[config.mk]
export PLATFORM = sky130hd
export DESIGN_NAME = triangle_scanline_fill_flat
export DESIGN_NICKNAME = d
export VERILOG_FILES = /design/src/rtl/tsf_pkg.sv /design/src/rtl/tsf_in_if.sv /design/src/rtl/tsf_out_if.sv /design/src/rtl/triangle_scanline_fill.sv /design/src/rtl/tsf_div.sv /design/src/rtl/tsf_ctrl.sv /design/src/rtl/tsf_dp.sv /design/src/flat_wrapper.sv
export SDC_FILE = /design/constraint.sdc
export NUM_CORES = 2
export LEC_CHECK = 0
export BUFFER_PORTS_ARGS = -buffer_cell sky130_fd_sc_hd__buf_2
export CELL_PAD_IN_SITES_DETAIL_PLACEMENT = 0
export CELL_PAD_IN_SITES_GLOBAL_PLACEMENT = 1
export CORE_ASPECT_RATIO = 0.8
export CORE_MARGIN = 5
export CORE_UTILIZATION = 45
export CTS_CLUSTER_SIZE = 10
export DETAILED_ROUTE_END_ITERATION = 10
export GPL_TIMING_DRIVEN = 0
export PLACE_DENSITY = 0.85
export SETUP_SLACK_MARGIN = 0.15
export SLEW_MARGIN = 20
export SYNTH_ARGS = -nofsm -noshare
export SYNTH_HDL_FRONTEND = slang
export SYNTH_SLANG_ARGS = --single-unit
export TNS_END_PERCENT = 20
[constraint.sdc]
create_clock -name clk -period 23.9 [get_ports clk]
set_clock_uncertainty 0.05 [all_clocks]
set_input_delay 3.585 -clock clk [delete_from_list [all_inputs] [get_ports clk]]
set_output_delay 3.585 -clock clk [all_outputs]
set_load 0.05 [all_outputs]
[src/rtl/tsf_pkg.sv]
// Shared types, codes and widths for the triangle span generator.
package tsf_pkg;

  localparam int COORD_BITS_DEF = 16;
  localparam int FIELD_W        = 16;
  localparam int COLOUR_W       = 16;
  localparam int SPAN_LEN_W     = 17;

  localparam logic KIND_LOAD = 1'b0;
  localparam logic KIND_SPAN = 1'b1;

  typedef enum logic [1:0] {
    PH_IDLE  = 2'd0,
    PH_FLAT  = 2'd1,
    PH_UPPER = 2'd2,
    PH_LOWER = 2'd3
  } phase_t;

  typedef enum logic [3:0] {
    ST_IDLE,
    ST_SORT0,
    ST_SORT1,
    ST_SORT2,
    ST_SETUP,
    ST_DSTART,
    ST_DIV,
    ST_EMIT,
    ST_LOWER
  } state_t;

  typedef struct packed {
    logic                       kind;
    logic signed [FIELD_W-1:0]  ax;
    logic signed [FIELD_W-1:0]  ay;
    logic signed [FIELD_W-1:0]  bx;
    logic signed [FIELD_W-1:0]  by;
    logic signed [FIELD_W-1:0]  cx;
    logic signed [FIELD_W-1:0]  cy;
    logic [COLOUR_W-1:0]        fill;
  } in_item_t;

  typedef struct packed {
    logic                       span_valid;
    logic signed [FIELD_W-1:0]  span_x;
    logic signed [FIELD_W-1:0]  span_row;
    logic [SPAN_LEN_W-1:0]      span_length;
    logic [COLOUR_W-1:0]        span_colour;
    logic                       last_span;
  } out_item_t;

  typedef struct packed {
    logic load;
    logic swap_lo;
    logic swap_hi;
    logic setup;
    logic div_start;
    logic emit;
    logic enter_lower;
  } ctrl_cmd_t;

  typedef struct packed {
    phase_t phase;
    logic   div_done;
    logic   out_free;
  } dp_stat_t;

endpackage

[src/rtl/tsf_in_if.sv]
// Input channel: triangle load or next-span request transactions.
interface tsf_in_if;
  import tsf_pkg::*;

  logic                      valid;
  logic                      ready;
  logic                      kind;
  logic signed [FIELD_W-1:0] ax;
  logic signed [FIELD_W-1:0] ay;
  logic signed [FIELD_W-1:0] bx;
  logic signed [FIELD_W-1:0] by;
  logic signed [FIELD_W-1:0] cx;
  logic signed [FIELD_W-1:0] cy;
  logic [COLOUR_W-1:0]       fill;

  modport source (output valid, kind, ax, ay, bx, by, cx, cy, fill, input ready);
  modport sink   (input valid, kind, ax, ay, bx, by, cx, cy, fill, output ready);
endinterface

[src/rtl/tsf_out_if.sv]
// Result channel: one span transaction per request.
interface tsf_out_if;
  import tsf_pkg::*;

  logic                      valid;
  logic                      ready;
  logic                      span_valid;
  logic signed [FIELD_W-1:0] span_x;
  logic signed [FIELD_W-1:0] span_row;
  logic [SPAN_LEN_W-1:0]     span_length;
  logic [COLOUR_W-1:0]       span_colour;
  logic                      last_span;

  modport source (output valid, span_valid, span_x, span_row, span_length, span_colour,
                  last_span, input ready);
  modport sink   (input valid, span_valid, span_x, span_row, span_length, span_colour,
                  last_span, output ready);
endinterface

[src/rtl/triangle_scanline_fill.sv]
// Top level of the filled-triangle span generator.
// Load transaction: accept, three compare-swap sort steps, setup, edge entry.
// Span request: divider start, division wait, emit, edge entry; the dividers give one quotient bit per cycle.
// Request with no triangle pending, or for a flat triangle: goes straight to the emit step, with no division.
// One transaction is in flight at a time; a finished span waits in the output register.
// Reset (rst_n low, synchronous) returns the sequencer to idle and drops any pending triangle.
module triangle_scanline_fill #(
  parameter int COORD_BITS = tsf_pkg::COORD_BITS_DEF
) (
  input  logic       clk,
  input  logic       rst_n,
  tsf_in_if.sink     in_if,
  tsf_out_if.source  out_if
);
  import tsf_pkg::*;

  in_item_t   in_item;
  out_item_t  out_item;
  ctrl_cmd_t  cmd;
  dp_stat_t   stat;
  state_t     state;
  logic       out_valid;
  logic       in_ready;

  // pack the input transaction for the datapath
  assign in_item.kind = in_if.kind;
  assign in_item.ax   = in_if.ax;
  assign in_item.ay   = in_if.ay;
  assign in_item.bx   = in_if.bx;
  assign in_item.by   = in_if.by;
  assign in_item.cx   = in_if.cx;
  assign in_item.cy   = in_if.cy;
  assign in_item.fill = in_if.fill;

  // sequencer: accepts only when idle, steps the datapath through each transaction
  tsf_ctrl u_ctrl (
    .clk      (clk),
    .rst_n    (rst_n),
    .in_valid (in_if.valid),
    .in_kind  (in_if.kind),
    .in_ready (in_ready),
    .stat     (stat),
    .cmd      (cmd),
    .state    (state)
  );

  // datapath: vertex sort, edge accumulators, two dividers, span output register
  tsf_dp #(.COORD_BITS(COORD_BITS)) u_dp (
    .clk       (clk),
    .rst_n     (rst_n),
    .in_item   (in_item),
    .cmd       (cmd),
    .stat      (stat),
    .out_valid (out_valid),
    .out_ready (out_if.ready),
    .out_item  (out_item)
  );

  assign in_if.ready        = in_ready;
  assign out_if.valid       = out_valid;
  assign out_if.span_valid  = out_item.span_valid;
  assign out_if.span_x      = out_item.span_x;
  assign out_if.span_row    = out_item.span_row;
  assign out_if.span_length = out_item.span_length;
  assign out_if.span_colour = out_item.span_colour;
  assign out_if.last_span   = out_item.last_span;

  // a span is only written when the output register is free or draining
  assert property (@(posedge clk) disable iff (!rst_n) cmd.emit |-> stat.out_free)
    else $error("span written over an untaken result");

  // one transaction at a time: no accept right after an accept
  assert property (@(posedge clk) disable iff (!rst_n)
                   (in_if.valid && in_if.ready) |=> !in_if.ready)
    else $error("second transaction accepted while busy");

  // dividers finish only while the sequencer waits for them
  assert property (@(posedge clk) disable iff (!rst_n) stat.div_done |-> (state == ST_DIV))
    else $error("divider result outside the wait step");

  // a result appears only from an emit step
  assert property (@(posedge clk) disable iff (!rst_n) $rose(out_if.valid) |-> $past(cmd.emit))
    else $error("result valid without an emit");
endmodule

[src/rtl/tsf_div.sv]
// Radix-2 restoring divider: signed dividend, nonnegative divisor, truncates toward zero.
module tsf_div #(
  parameter int NUM_W = 34,
  parameter int DEN_W = 17,
  parameter int Q_W   = 18
) (
  input  logic                    clk,
  input  logic                    rst_n,
  input  logic                    start,
  input  logic signed [NUM_W-1:0] num,
  input  logic [DEN_W-1:0]        den,
  output logic                    done,
  output logic signed [Q_W-1:0]   quo
);
  localparam int CNT_W = $clog2(NUM_W);

  logic [NUM_W-1:0] dvd_r;
  logic [DEN_W-1:0] rem_r;
  logic [DEN_W-1:0] den_r;
  logic             neg_r;
  logic             zero_r;
  logic [CNT_W-1:0] cnt_r;
  logic             run_r;
  logic             done_r;

  logic [NUM_W-1:0] num_mag;
  logic [DEN_W:0]   rem_sh;
  logic             ge;
  logic [DEN_W:0]   rem_nxt;
  logic [NUM_W-1:0] q_signed;

  assign num_mag = num[NUM_W-1] ? (-num) : num;
  assign rem_sh  = {rem_r, dvd_r[NUM_W-1]};
  assign ge      = (rem_sh >= {1'b0, den_r});
  assign rem_nxt = ge ? (rem_sh - {1'b0, den_r}) : rem_sh;

  always_ff @(posedge clk) begin
    if (!rst_n) begin
      run_r  <= 1'b0;
      done_r <= 1'b0;
    end else begin
      done_r <= 1'b0;
      if (start) begin
        run_r <= 1'b1;
      end else if (run_r && (cnt_r == '0)) begin
        run_r  <= 1'b0;
        done_r <= 1'b1;
      end
    end
  end

  always_ff @(posedge clk) begin
    if (start) begin
      dvd_r  <= num_mag;
      rem_r  <= '0;
      den_r  <= den;
      neg_r  <= num[NUM_W-1];
      zero_r <= (den == '0);
      cnt_r  <= CNT_W'(NUM_W - 1);
    end else if (run_r) begin
      // remainder stays below the divisor, so its top bit is always clear
      rem_r <= rem_nxt[DEN_W-1:0];
      dvd_r <= {dvd_r[NUM_W-2:0], ge};
      cnt_r <= cnt_r - CNT_W'(1);
    end
  end

  assign q_signed = neg_r ? (-dvd_r) : dvd_r;
  assign quo      = zero_r ? '0 : Q_W'(signed'(q_signed));
  assign done     = done_r;
endmodule

[src/rtl/tsf_ctrl.sv]
// Sequencer: load/sort/setup, span division and emit steps.
module tsf_ctrl (
  input  logic                clk,
  input  logic                rst_n,
  input  logic                in_valid,
  input  logic                in_kind,
  output logic                in_ready,
  input  tsf_pkg::dp_stat_t   stat,
  output tsf_pkg::ctrl_cmd_t  cmd,
  output tsf_pkg::state_t     state
);
  import tsf_pkg::*;

  state_t state_r;
  state_t state_nxt;
  logic   accept;

  assign accept = in_valid && (state_r == ST_IDLE);

  always_ff @(posedge clk) begin
    if (!rst_n) begin
      state_r <= ST_IDLE;
    end else begin
      state_r <= state_nxt;
    end
  end

  always_comb begin
    state_nxt = state_r;
    case (state_r)
      ST_IDLE: begin
        if (accept) begin
          if (in_kind == KIND_LOAD) begin
            state_nxt = ST_SORT0;
          end else if (stat.phase inside {PH_UPPER, PH_LOWER}) begin
            state_nxt = ST_DSTART;
          end else begin
            state_nxt = ST_EMIT;
          end
        end
      end
      ST_SORT0:  state_nxt = ST_SORT1;
      ST_SORT1:  state_nxt = ST_SORT2;
      ST_SORT2:  state_nxt = ST_SETUP;
      ST_SETUP:  state_nxt = ST_LOWER;
      ST_DSTART: state_nxt = ST_DIV;
      ST_DIV: begin
        if (stat.div_done) begin
          state_nxt = ST_EMIT;
        end
      end
      ST_EMIT: begin
        if (stat.out_free) begin
          state_nxt = ST_LOWER;
        end
      end
      ST_LOWER:  state_nxt = ST_IDLE;
      default:   state_nxt = ST_IDLE;
    endcase
  end

  always_comb begin
    cmd      = '0;
    in_ready = 1'b0;
    case (state_r)
      ST_IDLE: begin
        in_ready = 1'b1;
        cmd.load = accept && (in_kind == KIND_LOAD);
      end
      ST_SORT0:  cmd.swap_lo     = 1'b1;
      ST_SORT1:  cmd.swap_hi     = 1'b1;
      ST_SORT2:  cmd.swap_lo     = 1'b1;
      ST_SETUP:  cmd.setup       = 1'b1;
      ST_DSTART: cmd.div_start   = 1'b1;
      ST_DIV:    cmd             = '0;
      ST_EMIT:   cmd.emit        = stat.out_free;
      ST_LOWER:  cmd.enter_lower = 1'b1;
      default:   cmd             = '0;
    endcase
  end

  assign state = state_r;
endmodule

[src/rtl/tsf_dp.sv]
// Datapath: sorted vertices, edge accumulators, dividers and output register.
module tsf_dp #(
  parameter int COORD_BITS = tsf_pkg::COORD_BITS_DEF
) (
  input  logic                clk,
  input  logic                rst_n,
  input  tsf_pkg::in_item_t   in_item,
  input  tsf_pkg::ctrl_cmd_t  cmd,
  output tsf_pkg::dp_stat_t   stat,
  output logic                out_valid,
  input  logic                out_ready,
  output tsf_pkg::out_item_t  out_item
);
  import tsf_pkg::*;

  localparam int CB    = COORD_BITS;
  localparam int D_W   = CB + 1;
  localparam int ACC_W = 2 * CB + 2;
  localparam int Q_W   = CB + 2;
  localparam int E_W   = CB + 3;

  logic signed [CB-1:0]    sx_r [3];
  logic signed [CB-1:0]    sy_r [3];
  logic [COLOUR_W-1:0]     colour_r;
  logic signed [D_W-1:0]   row_r;
  logic signed [D_W-1:0]   uer_r;
  logic signed [ACC_W-1:0] acc_a_r;
  logic signed [ACC_W-1:0] acc_b_r;
  phase_t                  phase_r;
  logic                    pend_r;
  logic                    o_valid_r;
  out_item_t               o_item_r;

  // widened vertex values and edge deltas
  logic signed [D_W-1:0] x0e, x1e, x2e, y0e, y1e, y2e;
  logic signed [D_W-1:0] dx01, dx12, dx02, dy01, dy12, dy02;
  assign x0e  = D_W'(sx_r[0]);
  assign x1e  = D_W'(sx_r[1]);
  assign x2e  = D_W'(sx_r[2]);
  assign y0e  = D_W'(sy_r[0]);
  assign y1e  = D_W'(sy_r[1]);
  assign y2e  = D_W'(sy_r[2]);
  assign dx01 = x1e - x0e;
  assign dx12 = x2e - x1e;
  assign dx02 = x2e - x0e;
  assign dy01 = y1e - y0e;
  assign dy12 = y2e - y1e;
  assign dy02 = y2e - y0e;

  logic is_upper;
  assign is_upper = (phase_r == PH_UPPER);

  // dividers; edge heights are nonnegative after sorting
  logic                  done_a, done_b;
  logic signed [Q_W-1:0] qa, qb;
  logic [D_W-1:0]        den_a;
  assign den_a = is_upper ? dy01 : dy12;

  tsf_div #(.NUM_W(ACC_W), .DEN_W(D_W), .Q_W(Q_W)) u_div_a (
    .clk   (clk),
    .rst_n (rst_n),
    .start (cmd.div_start),
    .num   (acc_a_r),
    .den   (den_a),
    .done  (done_a),
    .quo   (qa)
  );

  tsf_div #(.NUM_W(ACC_W), .DEN_W(D_W), .Q_W(Q_W)) u_div_b (
    .clk   (clk),
    .rst_n (rst_n),
    .start (cmd.div_start),
    .num   (acc_b_r),
    .den   (dy02),
    .done  (done_b),
    .quo   (qb)
  );

  // setup
  logic signed [D_W-1:0] uer_nxt;
  assign uer_nxt = (sy_r[1] == sy_r[2]) ? y1e : (y1e - D_W'(1));

  // entry to the lower part
  logic signed [ACC_W-1:0] prod_a, prod_b;
  assign prod_a = ACC_W'(dx12) * ACC_W'(row_r - y1e);
  assign prod_b = ACC_W'(dx02) * ACC_W'(row_r - y0e);

  // span endpoints
  logic signed [E_W-1:0] a_e, b_e, lo_e, hi_e;
  logic signed [CB-1:0]  fmin01, fmax01, fmin, fmax;
  logic signed [E_W-1:0] span_lo, span_hi;
  logic signed [E_W:0]   len_v;
  logic                  last_v;
  logic signed [D_W-1:0] row_nxt;
  logic signed [D_W-1:0] dx_a;

  assign a_e    = (is_upper ? E_W'(x0e) : E_W'(x1e)) + E_W'(qa);
  assign b_e    = E_W'(x0e) + E_W'(qb);
  assign lo_e   = (a_e > b_e) ? b_e : a_e;
  assign hi_e   = (a_e > b_e) ? a_e : b_e;
  assign fmin01 = (sx_r[1] < sx_r[0]) ? sx_r[1] : sx_r[0];
  assign fmax01 = (sx_r[1] > sx_r[0]) ? sx_r[1] : sx_r[0];
  assign fmin   = (sx_r[2] < fmin01) ? sx_r[2] : fmin01;
  assign fmax   = (sx_r[2] > fmax01) ? sx_r[2] : fmax01;
  assign last_v = (row_r >= y2e);
  assign row_nxt = row_r + D_W'(1);
  assign dx_a   = is_upper ? dx01 : dx12;

  always_comb begin
    if (phase_r == PH_FLAT) begin
      span_lo = E_W'(fmin);
      span_hi = E_W'(fmax);
    end else begin
      span_lo = lo_e;
      span_hi = hi_e;
    end
  end
  assign len_v = (E_W + 1)'(span_hi) - (E_W + 1)'(span_lo) + (E_W + 1)'(1);

  // control registers
  always_ff @(posedge clk) begin
    if (!rst_n) begin
      phase_r   <= PH_IDLE;
      pend_r    <= 1'b0;
      o_valid_r <= 1'b0;
    end else begin
      if (cmd.emit) begin
        o_valid_r <= 1'b1;
      end else if (out_ready) begin
        o_valid_r <= 1'b0;
      end

      if (cmd.load) begin
        phase_r <= PH_IDLE;
        pend_r  <= 1'b0;
      end else if (cmd.setup) begin
        if (sy_r[0] == sy_r[2]) begin
          phase_r <= PH_FLAT;
          pend_r  <= 1'b0;
        end else if (y0e <= uer_nxt) begin
          phase_r <= PH_UPPER;
          pend_r  <= 1'b0;
        end else begin
          phase_r <= PH_LOWER;
          pend_r  <= 1'b1;
        end
      end else if (cmd.enter_lower) begin
        pend_r <= 1'b0;
      end else if (cmd.emit) begin
        if (phase_r == PH_FLAT) begin
          phase_r <= PH_IDLE;
        end else if (phase_r inside {PH_UPPER, PH_LOWER}) begin
          if (last_v) begin
            phase_r <= PH_IDLE;
          end else if (is_upper && (row_nxt > uer_r)) begin
            phase_r <= PH_LOWER;
            pend_r  <= 1'b1;
          end
        end
      end
    end
  end

  // payload registers
  always_ff @(posedge clk) begin
    if (cmd.load) begin
      sx_r[0]  <= in_item.ax[CB-1:0];
      sy_r[0]  <= in_item.ay[CB-1:0];
      sx_r[1]  <= in_item.bx[CB-1:0];
      sy_r[1]  <= in_item.by[CB-1:0];
      sx_r[2]  <= in_item.cx[CB-1:0];
      sy_r[2]  <= in_item.cy[CB-1:0];
      colour_r <= in_item.fill;
    end else if (cmd.swap_lo && (sy_r[0] > sy_r[1])) begin
      sx_r[0] <= sx_r[1];
      sy_r[0] <= sy_r[1];
      sx_r[1] <= sx_r[0];
      sy_r[1] <= sy_r[0];
    end else if (cmd.swap_hi && (sy_r[1] > sy_r[2])) begin
      sx_r[1] <= sx_r[2];
      sy_r[1] <= sy_r[2];
      sx_r[2] <= sx_r[1];
      sy_r[2] <= sy_r[1];
    end

    if (cmd.setup) begin
      row_r   <= y0e;
      acc_a_r <= '0;
      acc_b_r <= '0;
      uer_r   <= (sy_r[0] == sy_r[2]) ? y0e : uer_nxt;
    end else if (cmd.enter_lower && pend_r) begin
      acc_a_r <= prod_a;
      acc_b_r <= prod_b;
    end else if (cmd.emit && (phase_r inside {PH_UPPER, PH_LOWER})) begin
      acc_a_r <= acc_a_r + ACC_W'(dx_a);
      acc_b_r <= acc_b_r + ACC_W'(dx02);
      if (!last_v) begin
        row_r <= row_nxt;
      end
    end

    if (cmd.emit) begin
      if (phase_r == PH_IDLE) begin
        o_item_r <= '0;
      end else begin
        o_item_r.span_valid  <= 1'b1;
        o_item_r.span_x      <= FIELD_W'(span_lo);
        o_item_r.span_row    <= (phase_r == PH_FLAT) ? FIELD_W'(y0e) : FIELD_W'(row_r);
        o_item_r.span_length <= SPAN_LEN_W'(len_v);
        o_item_r.span_colour <= colour_r;
        o_item_r.last_span   <= (phase_r == PH_FLAT) ? 1'b1 : last_v;
      end
    end
  end

  assign stat.phase    = phase_r;
  assign stat.div_done = done_a && done_b;
  assign stat.out_free = !o_valid_r || out_ready;
  assign out_valid     = o_valid_r;
  assign out_item      = o_item_r;
endmodule
[src/flat_wrapper.sv]
// flat-port wrapper written by rule: the top's interface ports become plain ports
module triangle_scanline_fill_flat import tsf_pkg::*;
#(
  parameter int COORD_BITS = tsf_pkg::COORD_BITS_DEF
)
  (clk, rst_n, in_if_valid, in_if_kind, in_if_ax, in_if_ay, in_if_bx, in_if_by, in_if_cx, in_if_cy, in_if_fill, in_if_ready, out_if_valid, out_if_span_valid, out_if_span_x, out_if_span_row, out_if_span_length, out_if_span_colour, out_if_last_span, out_if_ready);
  tsf_in_if in_if_i ();
  tsf_out_if out_if_i ();
  input  logic clk;
  input  logic rst_n;
  input wire logic [$bits(in_if_i.valid)-1:0] in_if_valid;
  input wire logic [$bits(in_if_i.kind)-1:0] in_if_kind;
  input wire logic [$bits(in_if_i.ax)-1:0] in_if_ax;
  input wire logic [$bits(in_if_i.ay)-1:0] in_if_ay;
  input wire logic [$bits(in_if_i.bx)-1:0] in_if_bx;
  input wire logic [$bits(in_if_i.by)-1:0] in_if_by;
  input wire logic [$bits(in_if_i.cx)-1:0] in_if_cx;
  input wire logic [$bits(in_if_i.cy)-1:0] in_if_cy;
  input wire logic [$bits(in_if_i.fill)-1:0] in_if_fill;
  output wire logic [$bits(in_if_i.ready)-1:0] in_if_ready;
  output wire logic [$bits(out_if_i.valid)-1:0] out_if_valid;
  output wire logic [$bits(out_if_i.span_valid)-1:0] out_if_span_valid;
  output wire logic [$bits(out_if_i.span_x)-1:0] out_if_span_x;
  output wire logic [$bits(out_if_i.span_row)-1:0] out_if_span_row;
  output wire logic [$bits(out_if_i.span_length)-1:0] out_if_span_length;
  output wire logic [$bits(out_if_i.span_colour)-1:0] out_if_span_colour;
  output wire logic [$bits(out_if_i.last_span)-1:0] out_if_last_span;
  input wire logic [$bits(out_if_i.ready)-1:0] out_if_ready;
  assign in_if_i.valid = in_if_valid;
  assign in_if_i.kind = in_if_kind;
  assign in_if_i.ax = in_if_ax;
  assign in_if_i.ay = in_if_ay;
  assign in_if_i.bx = in_if_bx;
  assign in_if_i.by = in_if_by;
  assign in_if_i.cx = in_if_cx;
  assign in_if_i.cy = in_if_cy;
  assign in_if_i.fill = in_if_fill;
  assign in_if_ready = in_if_i.ready;
  assign out_if_valid = out_if_i.valid;
  assign out_if_span_valid = out_if_i.span_valid;
  assign out_if_span_x = out_if_i.span_x;
  assign out_if_span_row = out_if_i.span_row;
  assign out_if_span_length = out_if_i.span_length;
  assign out_if_span_colour = out_if_i.span_colour;
  assign out_if_last_span = out_if_i.last_span;
  assign out_if_i.ready = out_if_ready;
  triangle_scanline_fill #(.COORD_BITS(COORD_BITS)) u_core (.clk(clk), .rst_n(rst_n), .in_if(in_if_i), .out_if(out_if_i));
endmodule
======== Word-level counts from Yosys, hierarchy flattened ========
Memory sizes are Yosys's and may differ from the RTL's.
Index checks and enable logic that the tools add are counted.
word-level totals
  flip-flop bits (word level) ............. 349
  RAM bits ................................ 96
  input port bits ......................... 117
  output and inout port bits .............. 69
  logic and storage cells ................. 234
  memories kept ........................... 2
operators by class
  add/subtract/negate cells ............... 24
  multipliers ............................. 2
  order comparisons ....................... 12
  equal/unequal tests ..................... 21
  mux-type cells .......................... 93
  bitwise logic cells ..................... 10
  reduce and logical (&&, ||, !) cells .... 39
memories
  memory            depth  width  rd ports  clocked after memory_dff  wr ports  line          text
  u_core.u_dp.sx_r  3      16     3         0                         3         tsf_dp.sv:22  logic signed [CB-1:0] sx_r [3];
  u_core.u_dp.sy_r  3      16     3         0                         3         tsf_dp.sv:23  logic signed [CB-1:0] sy_r [3];
operator list
  operator                                        number
  two-way mux 34 bit                              10
  two-way mux 17 bit                              14
  two-way mux 16 bit                              13
  subtractor 16 x 16 -> 17 bit                    6
  two-way mux 18 bit                              4
  adder 34 x 17 -> 34 bit                         2
  multiplier 17 x 18 -> 34 bit                    2
  negator 34 bit                                  2
  two-way mux 67 bit                              1
  greater-than comparator 16 bit                  4
  subtractor 17 bit                               3
  greater-or-equal comparator 18 x 17 -> 1 bit    2
  two-way mux 1 bit                               36
  negator 18 bit                                  2
  subtractor 17 x 16 -> 18 bit                    2
  adder 17 x 2 -> 17 bit (second input constant)  2
  logical NOT 17 bit                              2
  == test 16 bit                                  2
  less-than comparator 16 bit                     2
  one-hot mux 4 bit (8 select lines)              1
  adder 16 x 18 -> 19 bit                         1
  adder 19 x 18 -> 19 bit                         1
  greater-than comparator 19 bit                  1
  two-way mux 19 bit                              1
  32 further kinds                                85

======== Logic depth before layout (Yosys ltp) ========
  word-level depth ........................ 10
  mapped depth ............................ 46
  gate-level depth less buffers ........... 42

======== Cells and area by module ========
A second synthesis with hierarchy kept.
unflattened totals
  cells, all modules ...................... 6829
  area, all modules ....................... 60329.1 um2
by module, submodules not included
  module                         times used  cells an instance  area each (um2)  sequential area each (um2)
  tsf_dp                         1           5661               49641.4          7837.5
  tsf_div (u_core.u_dp.u_div_b)  1           568                5306.3           2092.0
  tsf_div (u_core.u_dp.u_div_a)  1           561                5051.1           2092.0
  tsf_ctrl                       1           39                 330.3            80.1

======== Worst setup path after synthesis ========
Ideal clock, no wire load.
  path type ............................... register -> register
  start point ............................. register u_core.u_dp.row_r[0]
  end point ............................... register u_core.u_dp.acc_a_r[33]
  library setup time ...................... 0.086 ns
  arrival ................................. 9.566 ns
  required time ........................... 23.764 ns
  slack ................................... 14.199 ns
  stages on the path, launching flop included .. 39
  path buffers ............................ 1
  period minus slack after synthesis ...... 9.701 ns
  path through ............................ edfxtp_1 -> inv_1 -> ha_1 -> inv_1 -> fa_1 -> a21o_1 -> a21oi_1 -> o21bai_1 -> a21oi_1 -> o21bai_1 -> a21oi_1 -> o211ai_1 -> a31o_2 -> a21o_1 -> xor2_1 -> clkbuf_1 -> nand2_1 -> fa_1 -> [... 3 more ...] -> fa_1 -> inv_1 -> fa_1 -> fa_1 -> inv_1 -> fa_1 -> inv_1 -> ha_1 -> nand2_1 -> a2111oi_0 -> a211oi_1 -> o41ai_1 -> a41oi_1 -> a2111oi_0 -> o21ai_0 -> nand2b_1 -> xnor3_1 -> a211oi_1
between the ends
  longest elaborated chain between the ends .. 3
RTL lines
  element                       line           text
  start, declared               tsf_dp.sv:25   logic signed [D_W-1:0] row_r;
  start signal, assigned        tsf_dp.sv:187  row_r <= y0e;
  start signal, assigned        tsf_dp.sv:198  row_r <= row_nxt;
  subtractor 17 x 16 -> 18 bit  tsf_dp.sv:85   assign prod_a = ACC_W'(dx12) * ACC_W'(row_r - y1e);
  multiplier 17 x 18 -> 34 bit  tsf_dp.sv:85
  two-way mux 34 bit            tsf_dp.sv:191  end else if (cmd.enter_lower && pend_r) begin
  end signal, assigned          tsf_dp.sv:192  acc_a_r <= prod_a;
  end signal, assigned          tsf_dp.sv:195  acc_a_r <= acc_a_r + ACC_W'(dx_a);
  end, declared                 tsf_dp.sv:27   logic signed [ACC_W-1:0] acc_a_r;
Every way passes these cells.
A chain may end at the register's enable or synchronous reset.

======== Worst setup path after layout ========
  start point ............................. register u_core.u_dp.phase_r[0]
  end point ............................... register u_core.u_dp.out_item[33] (netlist name)
between the ends
  longest elaborated chain between the ends .. 8
  elaborated cells on any way between the ends .. 12
  classes of those cells .................. add/sub: 3; order compare: 1; eq/ne: 2; mux: 5; reduce/logical: 1
RTL lines
  element                                       line                         text
  start, declared                               tsf_dp.sv:29                 phase_t phase_r;
  start signal, assigned                        tsf_dp.sv:123                phase_r <= PH_IDLE;
  start signal, assigned                        tsf_dp.sv:134                phase_r <= PH_IDLE;
  start signal, assigned                        tsf_dp.sv:138                phase_r <= PH_FLAT;
  == test 2 bit                                 tsf_dp.sv:51                 assign is_upper = (phase_r == PH_UPPER);
  two-way mux 19 bit                            tsf_dp.sv:97                 assign a_e = (is_upper ? E_W'(x0e) : E_W'(x1e)) + E_W'(qa);
  adder 19 x 18 -> 19 bit                       tsf_dp.sv:97
  greater-than comparator 19 bit                tsf_dp.sv:99, tsf_dp.sv:100
  two-way mux 17 bit, on equally long branches  tsf_dp.sv:100, tsf_dp.sv:99
  two-way mux 17 bit                            tsf_dp.sv:110                if (phase_r == PH_FLAT) begin
  subtractor 17 bit                             tsf_dp.sv:118                assign len_v = (E_W + 1)'(span_hi) - (E_W + 1)'(span_lo) + (E_W + 1)'(1);
  adder 17 x 2 -> 17 bit                        tsf_dp.sv:118
Parallel ways exist; a longest one is shown, timed or not.

==> results.md <==
- Post-synth EDFFs: roughly 320
- Period minus WS final: between 10 and 15 ns
- Final ANT Viol Nets: 0
- CTS max path bufs: 3
- Syn nets: between 8000 and 9000
- CTS tree: built
- WL final: between 200000 and 250000 microns
- CTS Buf Count: 54
- First-pass DRT Iterations: 6
- Layout cell share with drive strength beyond 1: about 6.7%
- Yosys warns: 0
- Multi-input gate area: about 43000 sq um
- Postcts setup bufs: 0
- Synthesis-to-layout area growth: 9.40%
- Area leader, netlist: fa_1
- Worst Setup SP: u_core.u_dp.phase_r[0]$_SDFFE_PP0P_
- Nets: ~8400
- DR iter-0 viols: ~5800
- Core area: approximately 130000 sq um
- Count of final setup violators: 0
- DR vias: 52000
- Main area contributors after synthesis: fa_1 21%, edfxtp_1 16%, ha_1 12%, inv_1 5.8%, nand2_1 4.4%
- Die extent in x: 417 microns
- I/O Buffers: between 150 and 200
- Worst Hold Class: reg -> reg
- Largest net degree at the start of global routing: 48
- Ys flop type: edfxtp_1
- Post-Syn Area per Cell: roughly 9 sq um
- Max stage delay on crit path: roughly 0.72 ns
- Arr. time, crit path: 13.56 ns
- Hold Vio Cnt, Final: 0
- CP required: 24.30 ns
- Crit share post-route: 55.1%
- Antenna violations before repair: 6
- Rows: 119
- Fmax: 76.0 MHz
- Synthesized cell area: around 60000 sq um
- RD Place Congestion: around 1
- Synth async-reset ratio: 0%
- Slew headroom: 17.5%
- Vias in the first global route: between 40000 and 50000
- Overall Global Routing Usage: between 30% and 40%
- DR WL/cell: about 25 microns
- Slew @ Worst Pin: approximately 1.2 ns
- Clock transition at the registers of the reported paths: 0.06 ns
- Max-cap violations: 0
- IO Pins: between 150 and 200
- Die ar.: ~140000 sq um
- Vias per inst: approximately 5.9
- Startpoint Class: flop
- Cts-stage hold buffer count: 0
- FF-to-FF Start: u_core.u_dp.phase_r[0]$_SDFFE_PP0P_
- Mapped Cells: approximately 6800
- Final setup TNS: 0 ns
- CP endpoint: u_core.u_dp.out_item[33]$_SDFFCE_PN0P_
- Status: finished clean
- Crit Path Class: reg -> reg
- Max Fanout on Critical Path: 10
- Final Max Tran Viols: 0
- Synthesized flop and latch total: approximately 450
- Overflow after GRT: 0
- Placed wire-length estimate: around 180000 microns
- Unique masters post-synth: 81
- # fillers: ~13000
- Post-synth top area share: 21.0%
- Clk_lat worst skew: about 0.66 ns
- Die H: 335 microns
- DRC: 0
- R2R depth: 40
- RR Endpoint: u_core.u_dp.out_item[33]$_SDFFCE_PN0P_
- Starting Density: between 40% and 50%
- CTS resizes: 0
- H-tree depth: 2
- Register area share after synthesis: roughly 20%
- Clk root buf: clkbuf_16
- CP max-delay cell: clkbuf_1
- RSZ-0062 raised after global routing: no
- Storage cell area: around 12000 sq um
- Endpoint class of the critical path: flop
- R2r setup slk: between 10 and 15 ns
- First-pass GRT wire length: about 320000 microns
- Clock sink count: 445
[per-layer routing]
| layer | vias up | wire [microns] | GRT usage (%) |
|---|---|---|---|
| met2 | 2630 | 90500 | 44.6 |
| met3 | 381 | 24000 | 6.33 |
| met4 | 4 | 8040 | 9.73 |
| met1 | 25600 | 94900 | 44.6 |
| li1 | 23400 | - | - |
| met5 | - | 20 | 0 |
[cells in the mapped netlist (all sizes together), types with 75 or more instances]
| cell type | n |
|---|---|
| a21oi | 363 |
| inv | 922 |
| clkbuf | 204 |
| mux2i | 80 |
| ha | 578 |
| xor2 | 201 |
| a211oi | 86 |
| xnor2 | 233 |
| fa | 625 |
| a21o | 131 |
| nor2 | 624 |
| dfxtp | 126 |
| nor3 | 107 |
| nand2 | 695 |
| nor2b | 95 |
| edfxtp | 319 |
| nand3 | 75 |
| o21ai | 358 |
[stage by stage]
step	hold slack (ns)	instances	setup slack, ns	utilization (%)	area (sq um)
floorplan	0.398	6768	14.20	-	59500
global placement	0.413	8706	11.02	47.6	62600
detailed placement	0.434	8740	11.04	48.2	63400
CTS	0.453	8842	11.02	49.5	65100
global route	0.480	8843	10.23	49.5	65100
finish	0.447	8846	10.74	49.5	65100
[critical path, delay by kind of cell (launching register included)]
family          cells  cell delay (ns)
compound gates     19             4.94
xor+xnor            1             0.48
fa+ha+maj           4             1.33
buf+inv             7             3.72
flops               1             0.56
mux                 2             0.53
simple gates        7             1.35
[state kept, by name, summed over array words and instances (netlist names), 17 cells and up]
| signal | flops |
|---|---|
| u_core.u_dp.out_item | 67 |
| u_core.u_dp.sx_r | 48 |
| u_core.u_dp.sy_r | 48 |
| u_core.u_dp.acc_a_r | 34 |
| u_core.u_dp.acc_b_r | 34 |
| u_core.u_dp.u_div_a.dvd_r | 34 |
| u_core.u_dp.u_div_b.dvd_r | 34 |
| u_core.u_dp.row_r | 17 |
| u_core.u_dp.u_div_a.den_r | 17 |
| u_core.u_dp.u_div_a.rem_r | 17 |
| u_core.u_dp.u_div_b.den_r | 17 |
| u_core.u_dp.u_div_b.rem_r | 17 |
| u_core.u_dp.uer_r | 17 |
[kinds of logic after synthesis]
logic type      after synthesis  share of synthesized area (%)
flops                       445                           20.3
mux                         151                           2.69
simple gates               1989                           15.2
xor+xnor                    435                           6.43
buf+inv                    1150                           7.26
fa+ha+maj                  1203                           33.2
compound gates             1395                           14.9
[how the worst min path moves through the flow]
stage	cells past startpoint	start	slack, ns	to
6_report	2	u_core.u_dp.u_div_b.cnt_r[5]$_SDFFE_PP1P_	0.45	u_core.u_dp.u_div_b.cnt_r[5]$_SDFFE_PP1P_
2_1_floorplan	2	u_core.u_dp.u_div_b.cnt_r[0]$_SDFFE_PP1P_	0.40	u_core.u_dp.u_div_b.cnt_r[0]$_SDFFE_PP1P_
3_3_place_gp	2	u_core.u_dp.u_div_b.cnt_r[0]$_SDFFE_PP1P_	0.41	u_core.u_dp.u_div_b.cnt_r[0]$_SDFFE_PP1P_
4_1_cts	2	u_core.u_dp.u_div_b.cnt_r[5]$_SDFFE_PP1P_	0.45	u_core.u_dp.u_div_b.cnt_r[5]$_SDFFE_PP1P_
5_1_grt	2	u_core.u_dp.u_div_a.rem_r[1]$_SDFFE_PP0P_	0.48	u_core.u_dp.u_div_a.rem_r[1]$_SDFFE_PP0P_
3_5_place_dp	2	u_core.u_dp.u_div_b.cnt_r[5]$_SDFFE_PP1P_	0.43	u_core.u_dp.u_div_b.cnt_r[5]$_SDFFE_PP1P_
[cell usage in the layout (no fill, tap or decap), drive strengths merged, types with 240 or more instances in the layout]
master / synthesis / layout
ha: 578 / 578
buf: 21 / 240
inv: 922 / 923
edfxtp: 319 / 319
clkbuf: 204 / 294
a21oi: 363 / 363
o21ai: 358 / 358
fa: 625 / 625
nand2: 695 / 695
nor2: 624 / 624
[cell type report]
class | instances | share of cell area [%]
flip-flops and latches | 445 | 18.6
inverters | 925 | 5.33
plain buffers | 225 | 1.31
diodes | 3 | 0.0115
multi-input cells | 5173 | 66.7
well taps | 1754 | 3.37
clock buffers | 90 | 2.33
repair buffers | 219 | 2.18
clock inverters | 12 | 0.213
Power is not shown: default switching activity piles up to over one toggle a cycle in this logic, so the estimate is an artifact.
